[config.mk]
export PLATFORM = sky130hd
export DESIGN_NAME = ptz_command_packet_decoder
export DESIGN_NICKNAME = d
export VERILOG_FILES = /design/src/rtl/core/ptzd_pkg.sv /design/src/rtl/core/ptz_command_packet_decoder.sv /design/src/rtl/core/ptzd_front.sv /design/src/rtl/core/ptzd_queue.sv /design/src/rtl/core/ptzd_back.sv
export VERILOG_INCLUDE_DIRS = /design/src /design/src/rtl/core
export SDC_FILE = /design/constraint.sdc
export NUM_CORES = 1
export LEC_CHECK = 0
export ABC_AREA = 1
export BUFFER_PORTS_ARGS = -buffer_cell sky130_fd_sc_hd__buf_2
export CAP_MARGIN = 20
export CORE_UTILIZATION = 55
export DETAILED_ROUTE_END_ITERATION = 8
export GPL_ROUTABILITY_DRIVEN = 0
export PLACE_DENSITY_LB_ADDON = 0.12
export SETUP_SLACK_MARGIN = 0.3
export SLEW_MARGIN = 20
export SYNTH_ARGS = -nofsm -noshare
export SYNTH_HDL_FRONTEND = slang
export SYNTH_SLANG_ARGS = --single-unit
[constraint.sdc]
create_clock -name clk -period 6.6 [get_ports clk]
set_input_delay 1.98 -clock clk [delete_from_list [all_inputs] [get_ports clk]]
set_output_delay 1.98 -clock clk [all_outputs]
set_load 0.1 [all_outputs]
[src/rtl/core/ptz_command_packet_decoder_macros.svh]
// Assertion macros shared by the PTZ command packet decoder.
`ifndef PTZ_COMMAND_PACKET_DECODER_MACROS_SVH
`define PTZ_COMMAND_PACKET_DECODER_MACROS_SVH
`ifndef ASSERT_OFF
`define PTZD_ASSERT_IMPL(label, clk, rst_n, ante, cons) \
  label: assert property (@(posedge clk) disable iff (!rst_n) (ante) |-> (cons)) \
    else $error("ptzd assertion failed");
`define PTZD_ASSERT_NEXT(label, clk, rst_n, ante, cons) \
  label: assert property (@(posedge clk) disable iff (!rst_n) (ante) |=> (cons)) \
    else $error("ptzd assertion failed");
`else
`define PTZD_ASSERT_IMPL(label, clk, rst_n, ante, cons)
`define PTZD_ASSERT_NEXT(label, clk, rst_n, ante, cons)
`endif
`endif

[src/rtl/core/ptzd_pkg.sv]
// Package with the types, command codes and constants of the PTZ command packet decoder.
package ptzd_pkg;

  localparam int MAX_BYTES_DEF = 13;
  localparam int CNT_W         = 4;
  localparam int DATA_BYTES    = 10;
  localparam int QDEPTH        = 2;
  localparam int QPTR_W        = $clog2(QDEPTH);
  localparam int QCNT_W        = $clog2(QDEPTH + 1);

  localparam logic [CNT_W-1:0] CNT_SAT  = 4'hF;
  localparam logic [CNT_W-1:0] IDX_MEM  = 4'd4;
  localparam logic [CNT_W-1:0] IDX_HOME = 4'd2;
  localparam logic [CNT_W-1:0] IDX_JOG  = 4'd6;
  localparam logic [CNT_W-1:0] IDX_POS  = 4'd12;

  localparam logic [7:0] HDR_CMD    = 8'h01;
  localparam logic [7:0] HDR_PT     = 8'h06;
  localparam logic [7:0] HDR_CAM    = 8'h04;
  localparam logic [7:0] HDR_MEMORY = 8'h3F;
  localparam logic [7:0] SUB_JOG    = 8'h01;
  localparam logic [7:0] SUB_ABS    = 8'h02;
  localparam logic [7:0] SUB_REL    = 8'h03;
  localparam logic [7:0] SUB_HOME   = 8'h04;
  localparam logic [7:0] SUB_RESET  = 8'h05;
  localparam logic [7:0] SUB_MSET   = 8'h01;
  localparam logic [7:0] SUB_RECALL = 8'h02;

  localparam logic [15:0] DIR_UPLEFT    = 16'h0101;
  localparam logic [15:0] DIR_DOWNLEFT  = 16'h0102;
  localparam logic [15:0] DIR_LEFT      = 16'h0103;
  localparam logic [15:0] DIR_UPRIGHT   = 16'h0201;
  localparam logic [15:0] DIR_DOWNRIGHT = 16'h0202;
  localparam logic [15:0] DIR_RIGHT     = 16'h0203;
  localparam logic [15:0] DIR_UP        = 16'h0301;
  localparam logic [15:0] DIR_DOWN      = 16'h0302;
  localparam logic [15:0] DIR_STOP      = 16'h0303;

  localparam logic [3:0] CMD_UPLEFT    = 4'd0;
  localparam logic [3:0] CMD_DOWNLEFT  = 4'd1;
  localparam logic [3:0] CMD_LEFT      = 4'd2;
  localparam logic [3:0] CMD_UPRIGHT   = 4'd3;
  localparam logic [3:0] CMD_DOWNRIGHT = 4'd4;
  localparam logic [3:0] CMD_RIGHT     = 4'd5;
  localparam logic [3:0] CMD_UP        = 4'd6;
  localparam logic [3:0] CMD_DOWN      = 4'd7;
  localparam logic [3:0] CMD_STOP      = 4'd8;
  localparam logic [3:0] CMD_ABS       = 4'd9;
  localparam logic [3:0] CMD_REL       = 4'd10;
  localparam logic [3:0] CMD_HOME      = 4'd11;
  localparam logic [3:0] CMD_RESET     = 4'd12;
  localparam logic [3:0] CMD_MSET      = 4'd13;
  localparam logic [3:0] CMD_RECALL    = 4'd14;

  typedef struct packed {
    logic                       ok;
    logic [3:0]                 code;
    logic [DATA_BYTES-1:0][7:0] data;
  } cmd_entry_t;

  typedef struct packed {
    logic not_empty;
    logic full;
  } q_status_t;

endpackage

[src/rtl/core/ptz_command_packet_decoder.sv]
// Top level of the PTZ command packet decoder.
// The input channel takes one packet byte per beat, address and terminator
// already removed; in_last_byte marks the final byte of a packet.
// Every last-byte beat yields exactly one result beat on the output channel;
// other beats yield none. A result with out_ok low carries all-zero fields.
// Throughput is one input beat per cycle while the queue is not full: bytes are
// stored in a register file written at the byte count, and the packet is
// classified in the same cycle as its last byte.
// From the acceptance of the last byte, the result beat passes through the
// two-entry command queue and then the output register.
// When the receiver stalls, the output register holds its beat and the queue
// absorbs up to two more commands; in_ready falls only when the queue is full.
// Reset clears the byte count, the queue and the output valid flag; stored
// bytes are not cleared and need no clearing pass.
module ptz_command_packet_decoder import ptzd_pkg::*; #(
  parameter int MAX_BYTES = MAX_BYTES_DEF
) (
  input  logic        clk,
  input  logic        rst_n,
  input  logic        in_valid,
  output logic        in_ready,
  input  logic [7:0]  in_packet_byte,
  input  logic        in_last_byte,
  output logic        out_valid,
  input  logic        out_ready,
  output logic        out_ok,
  output logic [3:0]  out_command_code,
  output logic [7:0]  out_pan_rate,
  output logic [7:0]  out_tilt_rate,
  output logic [15:0] out_pan_target,
  output logic [15:0] out_tilt_target,
  output logic [7:0]  out_preset_slot
);

`include "ptz_command_packet_decoder_macros.svh"

  cmd_entry_t push_entry;
  cmd_entry_t head;
  q_status_t  q_status;
  logic       push;
  logic       pop;

  ptzd_front #(
    .MAX_BYTES(MAX_BYTES)
  ) u_front (
    .clk           (clk),
    .rst_n         (rst_n),
    .in_valid      (in_valid),
    .in_ready      (in_ready),
    .in_packet_byte(in_packet_byte),
    .in_last_byte  (in_last_byte),
    .q_status      (q_status),
    .push          (push),
    .entry         (push_entry)
  );

  ptzd_queue u_queue (
    .clk       (clk),
    .rst_n     (rst_n),
    .push      (push),
    .push_entry(push_entry),
    .pop       (pop),
    .head      (head),
    .status    (q_status)
  );

  ptzd_back u_back (
    .clk             (clk),
    .rst_n           (rst_n),
    .head            (head),
    .q_status        (q_status),
    .pop             (pop),
    .out_valid       (out_valid),
    .out_ready       (out_ready),
    .out_ok          (out_ok),
    .out_command_code(out_command_code),
    .out_pan_rate    (out_pan_rate),
    .out_tilt_rate   (out_tilt_rate),
    .out_pan_target  (out_pan_target),
    .out_tilt_target (out_tilt_target),
    .out_preset_slot (out_preset_slot)
  );

  `PTZD_ASSERT_IMPL(a_invalid_zero, clk, rst_n, out_valid && !out_ok, out_command_code == CMD_UPLEFT && out_pan_rate == '0 && out_tilt_rate == '0 && out_preset_slot == '0)
  `PTZD_ASSERT_IMPL(a_pos_only_moves, clk, rst_n, out_valid && out_command_code != CMD_ABS && out_command_code != CMD_REL, out_pan_target == '0 && out_tilt_target == '0)
  `PTZD_ASSERT_IMPL(a_code_range, clk, rst_n, out_valid, out_command_code <= CMD_RECALL)
  `PTZD_ASSERT_NEXT(a_push_reaches_queue, clk, rst_n, push, q_status.not_empty)

endmodule

[src/rtl/core/ptzd_front.sv]
// Front end: collects packet bytes and classifies the packet on its last beat.
module ptzd_front import ptzd_pkg::*; #(
  parameter int MAX_BYTES = MAX_BYTES_DEF
) (
  input  logic       clk,
  input  logic       rst_n,
  input  logic       in_valid,
  output logic       in_ready,
  input  logic [7:0] in_packet_byte,
  input  logic       in_last_byte,
  input  q_status_t  q_status,
  output logic       push,
  output cmd_entry_t entry
);

  localparam int IDX_W = $clog2(MAX_BYTES);
  localparam logic [CNT_W:0] MAXB = (CNT_W + 1)'(MAX_BYTES);

  logic [7:0]       store_r [MAX_BYTES];
  logic [CNT_W-1:0] cnt_r;
  logic [CNT_W-1:0] cnt_nxt;
  logic [7:0]       mb [IDX_POS + 1];
  logic             accept;
  logic             jog_hit;
  logic [3:0]       jog_code;

  assign in_ready = !q_status.full;
  assign accept   = in_valid && in_ready;
  assign push     = accept && in_last_byte;

  always_comb begin
    cnt_nxt = cnt_r;
    if (accept) begin
      if (in_last_byte) begin
        cnt_nxt = '0;
      end else if (cnt_r != CNT_SAT) begin
        cnt_nxt = cnt_r + 1'b1;
      end
    end
  end

  always_ff @(posedge clk) begin
    if (!rst_n) begin
      cnt_r <= '0;
    end else begin
      cnt_r <= cnt_nxt;
    end
  end

  always_ff @(posedge clk) begin
    if (accept && ({1'b0, cnt_r} < MAXB)) begin
      store_r[cnt_r[IDX_W-1:0]] <= in_packet_byte;
    end
  end

  // The current beat is merged in so the last byte is seen before it is stored.
  always_comb begin
    for (int i = 0; i <= int'(IDX_POS); i++) begin
      mb[i] = (cnt_r == CNT_W'(i)) ? in_packet_byte : store_r[i];
    end
  end

  always_comb begin
    jog_hit  = 1'b1;
    jog_code = CMD_UPLEFT;
    unique case ({mb[5], mb[6]})
      DIR_UPLEFT:    jog_code = CMD_UPLEFT;
      DIR_DOWNLEFT:  jog_code = CMD_DOWNLEFT;
      DIR_LEFT:      jog_code = CMD_LEFT;
      DIR_UPRIGHT:   jog_code = CMD_UPRIGHT;
      DIR_DOWNRIGHT: jog_code = CMD_DOWNRIGHT;
      DIR_RIGHT:     jog_code = CMD_RIGHT;
      DIR_UP:        jog_code = CMD_UP;
      DIR_DOWN:      jog_code = CMD_DOWN;
      DIR_STOP:      jog_code = CMD_STOP;
      default:       jog_hit  = 1'b0;
    endcase
  end

  always_comb begin
    entry.ok   = 1'b0;
    entry.code = CMD_UPLEFT;
    for (int i = 0; i < DATA_BYTES; i++) begin
      entry.data[i] = mb[i + 3];
    end
    priority if (cnt_r == IDX_JOG && mb[0] == HDR_CMD && mb[1] == HDR_PT &&
                 mb[2] == SUB_JOG) begin
      entry.ok   = jog_hit;
      entry.code = jog_hit ? jog_code : CMD_UPLEFT;
    end else if (cnt_r == IDX_POS && mb[0] == HDR_CMD && mb[1] == HDR_PT &&
                 (mb[2] == SUB_ABS || mb[2] == SUB_REL)) begin
      entry.ok   = 1'b1;
      entry.code = (mb[2] == SUB_ABS) ? CMD_ABS : CMD_REL;
    end else if (cnt_r == IDX_HOME && mb[0] == HDR_CMD && mb[1] == HDR_PT &&
                 (mb[2] == SUB_HOME || mb[2] == SUB_RESET)) begin
      entry.ok   = 1'b1;
      entry.code = (mb[2] == SUB_HOME) ? CMD_HOME : CMD_RESET;
    end else if (cnt_r == IDX_MEM && mb[0] == HDR_CMD && mb[1] == HDR_CAM &&
                 mb[2] == HDR_MEMORY && (mb[3] == SUB_MSET || mb[3] == SUB_RECALL)) begin
      entry.ok   = 1'b1;
      entry.code = (mb[3] == SUB_MSET) ? CMD_MSET : CMD_RECALL;
    end else begin
      entry.ok   = 1'b0;
    end
  end

endmodule

[src/rtl/core/ptzd_queue.sv]
// Short queue of classified commands between the front and back ends.
module ptzd_queue import ptzd_pkg::*; (
  input  logic       clk,
  input  logic       rst_n,
  input  logic       push,
  input  cmd_entry_t push_entry,
  input  logic       pop,
  output cmd_entry_t head,
  output q_status_t  status
);

  cmd_entry_t        mem_r [QDEPTH];
  logic [QPTR_W-1:0] wr_ptr_r;
  logic [QPTR_W-1:0] rd_ptr_r;
  logic [QCNT_W-1:0] cnt_r;
  logic              do_push;
  logic              do_pop;

  assign status.not_empty = (cnt_r != '0);
  assign status.full      = (cnt_r == QCNT_W'(QDEPTH));
  assign do_push          = push && !status.full;
  assign do_pop           = pop && status.not_empty;
  assign head             = mem_r[rd_ptr_r];

  always_ff @(posedge clk) begin
    if (!rst_n) begin
      wr_ptr_r <= '0;
      rd_ptr_r <= '0;
      cnt_r    <= '0;
    end else begin
      if (do_push) begin
        wr_ptr_r <= (wr_ptr_r == QPTR_W'(QDEPTH - 1)) ? '0 : wr_ptr_r + 1'b1;
      end
      if (do_pop) begin
        rd_ptr_r <= (rd_ptr_r == QPTR_W'(QDEPTH - 1)) ? '0 : rd_ptr_r + 1'b1;
      end
      if (do_push && !do_pop) begin
        cnt_r <= cnt_r + 1'b1;
      end else if (do_pop && !do_push) begin
        cnt_r <= cnt_r - 1'b1;
      end
    end
  end

  always_ff @(posedge clk) begin
    if (do_push) begin
      mem_r[wr_ptr_r] <= push_entry;
    end
  end

endmodule

[src/rtl/core/ptzd_back.sv]
// Back end: formats a classified command into the registered result beat.
module ptzd_back import ptzd_pkg::*; (
  input  logic        clk,
  input  logic        rst_n,
  input  cmd_entry_t  head,
  input  q_status_t   q_status,
  output logic        pop,
  output logic        out_valid,
  input  logic        out_ready,
  output logic        out_ok,
  output logic [3:0]  out_command_code,
  output logic [7:0]  out_pan_rate,
  output logic [7:0]  out_tilt_rate,
  output logic [15:0] out_pan_target,
  output logic [15:0] out_tilt_target,
  output logic [7:0]  out_preset_slot
);

  logic        valid_r;
  logic        ok_r;
  logic [3:0]  code_r;
  logic [7:0]  pan_spd_r;
  logic [7:0]  tilt_spd_r;
  logic [15:0] pan_tgt_r;
  logic [15:0] tilt_tgt_r;
  logic [7:0]  slot_r;
  logic [7:0]  pan_spd_nxt;
  logic [7:0]  tilt_spd_nxt;
  logic [15:0] pan_tgt_nxt;
  logic [15:0] tilt_tgt_nxt;
  logic [7:0]  slot_nxt;

  assign pop = q_status.not_empty && (!valid_r || out_ready);

  always_comb begin
    pan_spd_nxt  = '0;
    tilt_spd_nxt = '0;
    pan_tgt_nxt  = '0;
    tilt_tgt_nxt = '0;
    slot_nxt     = '0;
    if (head.ok) begin
      unique case (head.code)
        CMD_UPLEFT, CMD_DOWNLEFT, CMD_LEFT, CMD_UPRIGHT, CMD_DOWNRIGHT,
        CMD_RIGHT, CMD_UP, CMD_DOWN, CMD_STOP: begin
          pan_spd_nxt  = head.data[0];
          tilt_spd_nxt = head.data[1];
        end
        CMD_ABS, CMD_REL: begin
          pan_spd_nxt  = head.data[0];
          tilt_spd_nxt = head.data[1];
          pan_tgt_nxt  = {head.data[2][3:0], head.data[3][3:0],
                          head.data[4][3:0], head.data[5][3:0]};
          tilt_tgt_nxt = {head.data[6][3:0], head.data[7][3:0],
                          head.data[8][3:0], head.data[9][3:0]};
        end
        CMD_MSET, CMD_RECALL: begin
          slot_nxt = head.data[1];
        end
        default: begin
          slot_nxt = '0;
        end
      endcase
    end
  end

  always_ff @(posedge clk) begin
    if (!rst_n) begin
      valid_r <= 1'b0;
    end else if (pop) begin
      valid_r <= 1'b1;
    end else if (out_ready) begin
      valid_r <= 1'b0;
    end
  end

  always_ff @(posedge clk) begin
    if (pop) begin
      ok_r       <= head.ok;
      code_r     <= head.ok ? head.code : CMD_UPLEFT;
      pan_spd_r  <= pan_spd_nxt;
      tilt_spd_r <= tilt_spd_nxt;
      pan_tgt_r  <= pan_tgt_nxt;
      tilt_tgt_r <= tilt_tgt_nxt;
      slot_r     <= slot_nxt;
    end
  end

  assign out_valid        = valid_r;
  assign out_ok           = ok_r;
  assign out_command_code = code_r;
  assign out_pan_rate     = pan_spd_r;
  assign out_tilt_rate    = tilt_spd_r;
  assign out_pan_target   = pan_tgt_r;
  assign out_tilt_target  = tilt_tgt_r;
  assign out_preset_slot  = slot_r;

endmodule
==> results of run 1 <==
## cell type report
type | count | area [um2]
Clock buffer | 28 | 679
Inverter | 63 | 239
Tap cell | 229 | 287
Timing Repair Buffer | 80 | 413
Fill cell | 1317 | 6300
Clock inverter | 20 | 272
Sequential cell | 257 | 7620
Multi-Input combinational cell | 473 | 2280
## sequential cells by signal, summed over array words and instances, names as in the netlist, named ones only
| signal | count |
|---|---|
| u_back.out_command_code | 4 |
| u_back.out_ok | 1 |
| u_back.out_pan_rate | 8 |
| u_back.out_pan_target | 16 |
| u_back.out_preset_slot | 8 |
| u_back.out_tilt_rate | 8 |
| u_back.out_tilt_target | 16 |
| u_back.out_valid | 1 |
| u_front.cnt_r | 4 |
| u_front.store_r | 80 |
| u_queue.cnt_r | 2 |
| u_queue.mem_r | 106 |
| u_queue.rd_ptr_r | 1 |
| u_queue.wr_ptr_r | 1 |
## worst register-to-register path: stages, from the launching register on
cell	delay [ps]
dfxtp_2	310
buf_4	550
inv_2	590
or2_2	430
o21ai_1	210
nor2_1	120
nand3_1	100
buf_4	340
a21oi_1	130
## routing by layer
metal	part of all wire	up-vias	wire [um]
met2	0.48	162	9290
met4	0.022	0	424
met5	0	-	0
met1	0.45	3005	8770
li1	-	3026	-
met3	0.048	37	941
## final timing paths
check | to | startpoint | depth (start not counted)
setup / recovery | in_ready | u_queue.cnt_r[0]$_SDFFE_PN0P_ | 3
hold / removal | register | u_queue.rd_ptr_r$_SDFFE_PN0P_ | 1
setup reg to reg | u_back.out_tilt_target[14]$_SDFFCE_PN0P_ | register | 8
hold reg to reg | register | u_queue.rd_ptr_r$_SDFFE_PN0P_ | 1
## layout by cell type (no fill, tap or decap), types with 3 or more instances in the layout
cell type / n
edfxtp_1: 247
clkbuf_16: 27
nor2_1: 76
nand4_1: 8
bufinv_16: 7
o21ai_1: 9
clkinv_2: 7
clkinv_1: 6
mux2i_1: 12
ha_1: 5
nor3_1: 3
nand2_1: 202
o21ai_2: 6
o21ai_0: 53
nor3_2: 3
inv_2: 4
buf_2: 75
nand3_1: 25
inv_1: 57
dfxtp_1: 9
a21oi_1: 48
buf_4: 5
## power by group
group / internal, mW / switching [mW]
clock: 1.01 / 0.588
sequential: 2.13 / 0.0603
combinational: 0.256 / 1.91
## cells by family after synthesis
logic type      Yosys count  share of synthesized area
flops                   257                      0.743
compound gates          123                     0.0635
buf+inv                  87                     0.0365
simple gates            331                      0.137
mux                      12                     0.0117
fa+ha+maj                 5                    0.00611
xor+xnor                  2                    0.00171
## metrics by stage
stage	cell area (um2)	util	setup slack (ps)
floorplan	10200	-	341
global placement	10800	0.599	2700
detailed placement	10800	0.599	2590
CTS	11800	0.652	3090
global route	11800	0.652	2860
finish	11800	0.652	3100
==> metrics.cfg, run 1 <==
[setup_path]
end_kind = primary output
path_class = register to primary output
crit_path_cell_trace = inv_1, nand2_1, buf_2
cp-start-kind = register
crit_required_ps = 4620
cp.buffers_inverters = 2
cpPeakStageDelay_ps = 440
critical_path.max_fanout = 6
slowest_stage = buf_2
r2r_slack_ps = 3560
arrival_ps = 1520
cp_top_family = buffers and inverters

[power_and_ir_drop]
power_density_nw_per_um2 = 506
p_total_mw = 5.96
p_leak_nw = 4.53
ir_drop_mv = 0.536

[cts]
clk_latency_ps = 530
clk_path_buf_depth = 3
cts_root_buffer = clkbuf_16
postCtsSetupBuffers = 0
cts_resized = 0
clock_sinks = 257
htreeDepth = 1
cts_tree = built
clkTransAtPathRegs_ps = 60
holdBufCountCts = 0
cts_inserted_buffers = 26

[global_route]
grt_util_met1 = 0.288
grt_max_degree = 67
grt.overflow.total = 0
grt_pass1_vias = 5978
grt_pass1_wl_um = 31100
grtUsageTotal = 0.209
grtUsageMet3 = 0.0326
antenna_found_initial = 0
grtUsageMet2 = 0.351
grt.busiest_layer = met2

[drt]
drt.antenna.violating_nets = 0
wire_per_inst_um = 16.9
wirelength_um = 19400
vias_per_cell = 5.42
first_pass_iters = 6
via_count = 6230
drtIter0Drc = 404
drc = 12

[placement]
dp_hpwl_um = 12500
dp.cells = 1102
portBuffers = 75

[synthesis]
avgSynthCellArea_um2 = 12.5
ys_seq_elements = 257
syn_inst = 817
synth_top_area_frac = 0.724
synth_top_area_cell = edfxtp_1
netlist_top_cells_area = edfxtp_1, nand2_1, nor2_1
synth_seq_area_share = 0.743
async_flop_share = 0
ys_types = 35
synthMostInstantiatedCell = edfxtp_1
yosysWarnings = 0
syn_area_um2 = 10200
yosys-top-cells-count = edfxtp_1, nand2_1, nor2_1
syn-num-nets = 835
synth_edf_count = 247
synth_flop_cell = edfxtp_1

[min_path]
hold_class = register to register

[run_status]
status = finished, violations left
violations = DRC

[sta]
tightest_slew_ps = 918
hold_viol = 0
setup_viol = 0
timing.slew.headroom = 0.385
skew_ps = 9.64
fin_crit_sh = 0.530
hold_ws_ps = 447
final-max-slew-violation-count = 0
fmax_mhz = 286
rsz0062_at_grt = false
fin_crit_ps = 3500
tns_ps = 0

[floorplanning]
num_io_pins = 76
coreArea_um2 = 18100
start_util = 0.567
die_w_um = 138
chipHeight_um = 138
die_area_um2 = 19200
rows = 49

[layout]
diodes = 0
stdcell_count = 1150
area_delta_synth_final_pct = 15.1
final_nets = 919
final_layout_size_suffix_gt1_frac = 0.163

[run]
cap_violations = 0

No activity file was read; power rests on OpenSTA's default activity.
==> run 2, diff against run 1 <==
--- a/config.mk
+++ b/config.mk
@@ -6,10 +6,10 @@
 export SDC_FILE = /design/constraint.sdc
 export NUM_CORES = 1
 export LEC_CHECK = 0
-export ABC_AREA = 1
+export ABC_AREA = 0
 export BUFFER_PORTS_ARGS = -buffer_cell sky130_fd_sc_hd__buf_2
 export CAP_MARGIN = 20
-export CORE_UTILIZATION = 55
+export CORE_UTILIZATION = 54
 export DETAILED_ROUTE_END_ITERATION = 8
 export GPL_ROUTABILITY_DRIVEN = 0
 export PLACE_DENSITY_LB_ADDON = 0.12
==> constraint.sdc (replaced) <==
create_clock -name clk -period 3 [get_ports clk]
set_input_delay 0.9 -clock clk [delete_from_list [all_inputs] [get_ports clk]]
set_output_delay 0.9 -clock clk [all_outputs]
set_load 0.1 [all_outputs]
==> run 2 against run 1 <==
  * The run still ends with DRC left
  * Clock-buffer cell count grew 6
  * Global-route usage down 1.0 points
  * Largest cell class unchanged
  * Combinational power grew 71%
  * Largest power group unchanged
  * Final cell count down 14%
==> metrics.cfg, run 2 <==
[drt]
drtIter0Drc = 387
top_layer_used = met4
routed-wl-met3_um = 1200
vias_per_cell = 5.64
drt.antenna.violating_nets = 0
first_pass_iters = 9
via_count = 5561
wire_per_inst_um = 19.1
drc = 4
wirelength_um = 18800
wl_met2_um = 8890
wl_met1_um = 8020

[setup_path]
arrival_ps = 2980
cp_top_family = simple AND/OR/NAND/NOR gates
crit_required_ps = 3380
end_kind = register
r2r_slack_ps = 390
path_class = register to register
cp-start-kind = register
crit_path_cell_trace = inv_2, ha_4, or3b_4, nand4bb_1, a22oi_2, or4b_4, a2111oi_2, a221o_1
slowest_stage = or4b_4
cpPeakStageDelay_ps = 530
critical_path.max_fanout = 4
cp.buffers_inverters = 1

[sta]
final-max-slew-violation-count = 0
finalWorstSetupSlack_ps = 394
fin_crit_sh = 0.869
rsz0062_at_grt = false
fin_crit_ps = 2610
timing.slew.headroom = 0.381
tightest_slew_ps = 922
hold_viol = 0
tns_ps = 0
fmax_mhz = 384
skew_ps = 16.5
setup_viol = 0

[power_and_ir_drop]
p_sw_frac = 0.390
seq_power_share = 0.404
ir_drop_mv = 0.775
pwr-share-comb = 0.318
intPower_mw = 7.09
clkPwrFrac = 0.277
power_density_nw_per_um2 = 970
p_total_mw = 11.6
p_leak_nw = 4.22
switchingPower_mw = 4.53

[min_path]
hold_class = register to register

[cts]
clk_latency_ps = 520
cts_tree = built
clk_path_buf_depth = 3
clkTransAtPathRegs_ps = 60
clock_sinks = 257
cts_inserted_buffers = 26
htreeDepth = 1
cts_root_buffer = clkbuf_16

[floorplanning]
coreArea_um2 = 18200
rows = 49
start_util = 0.559
die_w_um = 139
die_area_um2 = 19400
chipHeight_um = 139
num_io_pins = 76

[layout]
post-route-util = 0.658
mostFrequentLayoutCells = edfxtp_1, nor2_1, buf_2
diodes = 0
layout_commonest_cell = edfxtp_1
final_nets = 755
fin_area_um2 = 12000
area_delta_synth_final_pct = 17.7
final_layout_size_suffix_gt1_frac = 0.285
largest_register_ffs = 106
largest_register = u_queue.mem_r

[global_route]
grt.overflow.total = 0
grt_pass1_vias = 5640
grt_pass1_wl_um = 29700
grtUsageTotal = 0.199
grt_max_degree = 45
antenna_found_initial = 0

[synthesis]
synth_seq_area_share = 0.749
synth_top_area_cell = edfxtp_1
syn-num-nets = 641
synth_top_area_frac = 0.729
syn_inst = 623
yosysWarnings = 0
ys_types = 58
avgSynthCellArea_um2 = 16.3
synth_flop_cell = edfxtp_1
yosys-top-cells-count = edfxtp_1, nor2_1, mux2i_1
ys_seq_elements = 257
syn_area_um2 = 10200
netlist_top_cells_area = edfxtp_1, mux2i_1, mux2_2
synthMostInstantiatedCell = edfxtp_1
synth_edf_count = 247
async_flop_share = 0

[placement]
postPlaceCellArea_um2 = 11000
dp_hpwl_um = 12300
dp_slack_ps = 53.4
portBuffers = 75

[run_status]
status = finished, violations left
violations = DRC

[run]
cap_violations = 0

==> run 2: cell types whose count changed after synthesis, moves of 7 or more <==
cell / previous run / this run
nand2_1: 202 / 26
mux2_2: 0 / 46
o21ai_0: 53 / 8
nand3_1: 25 / 11
a21oi_1: 49 / 4
nor2b_1: 0 / 8
mux2i_1: 12 / 57
o21ai_1: 9 / 2
inv_1: 57 / 8
==> run 2: path summary, 6_finish.rpt <==
kind | from | to | cells past startpoint
max | u_front.cnt_r[1]$_SDFFE_PN0P_ | u_queue.mem_r[1][81]$_DFFE_PP_ | 8
min | u_queue.mem_r[0][16]$_DFFE_PP_ | u_back.out_pan_target[12]$_SDFFCE_PN0P_ | 2
max reg2reg | u_front.cnt_r[1]$_SDFFE_PN0P_ | u_queue.mem_r[1][81]$_DFFE_PP_ | 8
min reg2reg | u_queue.mem_r[0][16]$_DFFE_PP_ | u_back.out_pan_target[12]$_SDFFCE_PN0P_ | 2
==> run 2: per-layer routing <==
| layer | global-route usage | vias to the layer above |
|---|---|---|
| li1 | - | 2599 |
| met5 | 0 | - |
| met4 | 0.0854 | 0 |
| met3 | 0.0416 | 55 |
| met2 | 0.322 | 177 |
| met1 | 0.262 | 2730 |
==> run 2: timing repair <==
action / CTS / global route
pin swaps: 0 / 1
resized for setup: 2 / 8
setup endpoints to repair: 2 / 10
hold buffers: 0 / 0
setup buffers: 0 / 2
==> run 2: layout make-up <==
type,count,area [um2]
tap,229,287
timing repair buffer,107,653
multi-input combinational,337,2520
clock inverter,14,145
inverter,8,30.0
clock buffer,34,722
fill,1271,6230
sequential,257,7620
==> run 2: power groups by stage <==
| stage | clock network, mW | registers, mW | logic [mW] |
|---|---|---|---|
| detailed placement | 0 | 4.77 | 3.72 |
| global placement | 0 | 4.75 | 3.67 |
| floorplan | 0 | 6.97 | 0.891 |
| global route | 3.42 | 4.74 | 3.84 |
| CTS | 3.28 | 4.70 | 3.73 |
| finish | 3.22 | 4.70 | 3.70 |
==> run 2: cell families (layout without fill, tap and decap cells) <==
group / Yosys count / count (layout) / synth area share
flops: 257 / 257 / 0.749
fa+ha+maj: 5 / 5 / 0.00615
mux: 103 / 103 / 0.107
xor+xnor: 9 / 9 / 0.00775
compound gates: 40 / 40 / 0.0287
simple gates: 180 / 180 / 0.0904
buf+inv: 29 / 163 / 0.0112
==> run 2: worst reg2reg max path, stage by stage, from the launching register on <==
cell and delay [ps]:
dfxtp_1 360, inv_2 110, ha_4 150, or3b_4 420, nand4bb_1 250, a22oi_2 240, or4b_4 530, a2111oi_2 240
a221o_1 190
==> run 2: through the flow <==
step	hold WS, ps	cells
6_report	553	986
5_1_grt	573	986
4_1_cts	563	984
3_5_place_dp	551	936
3_3_place_gp	520	936
2_1_floorplan	502	623
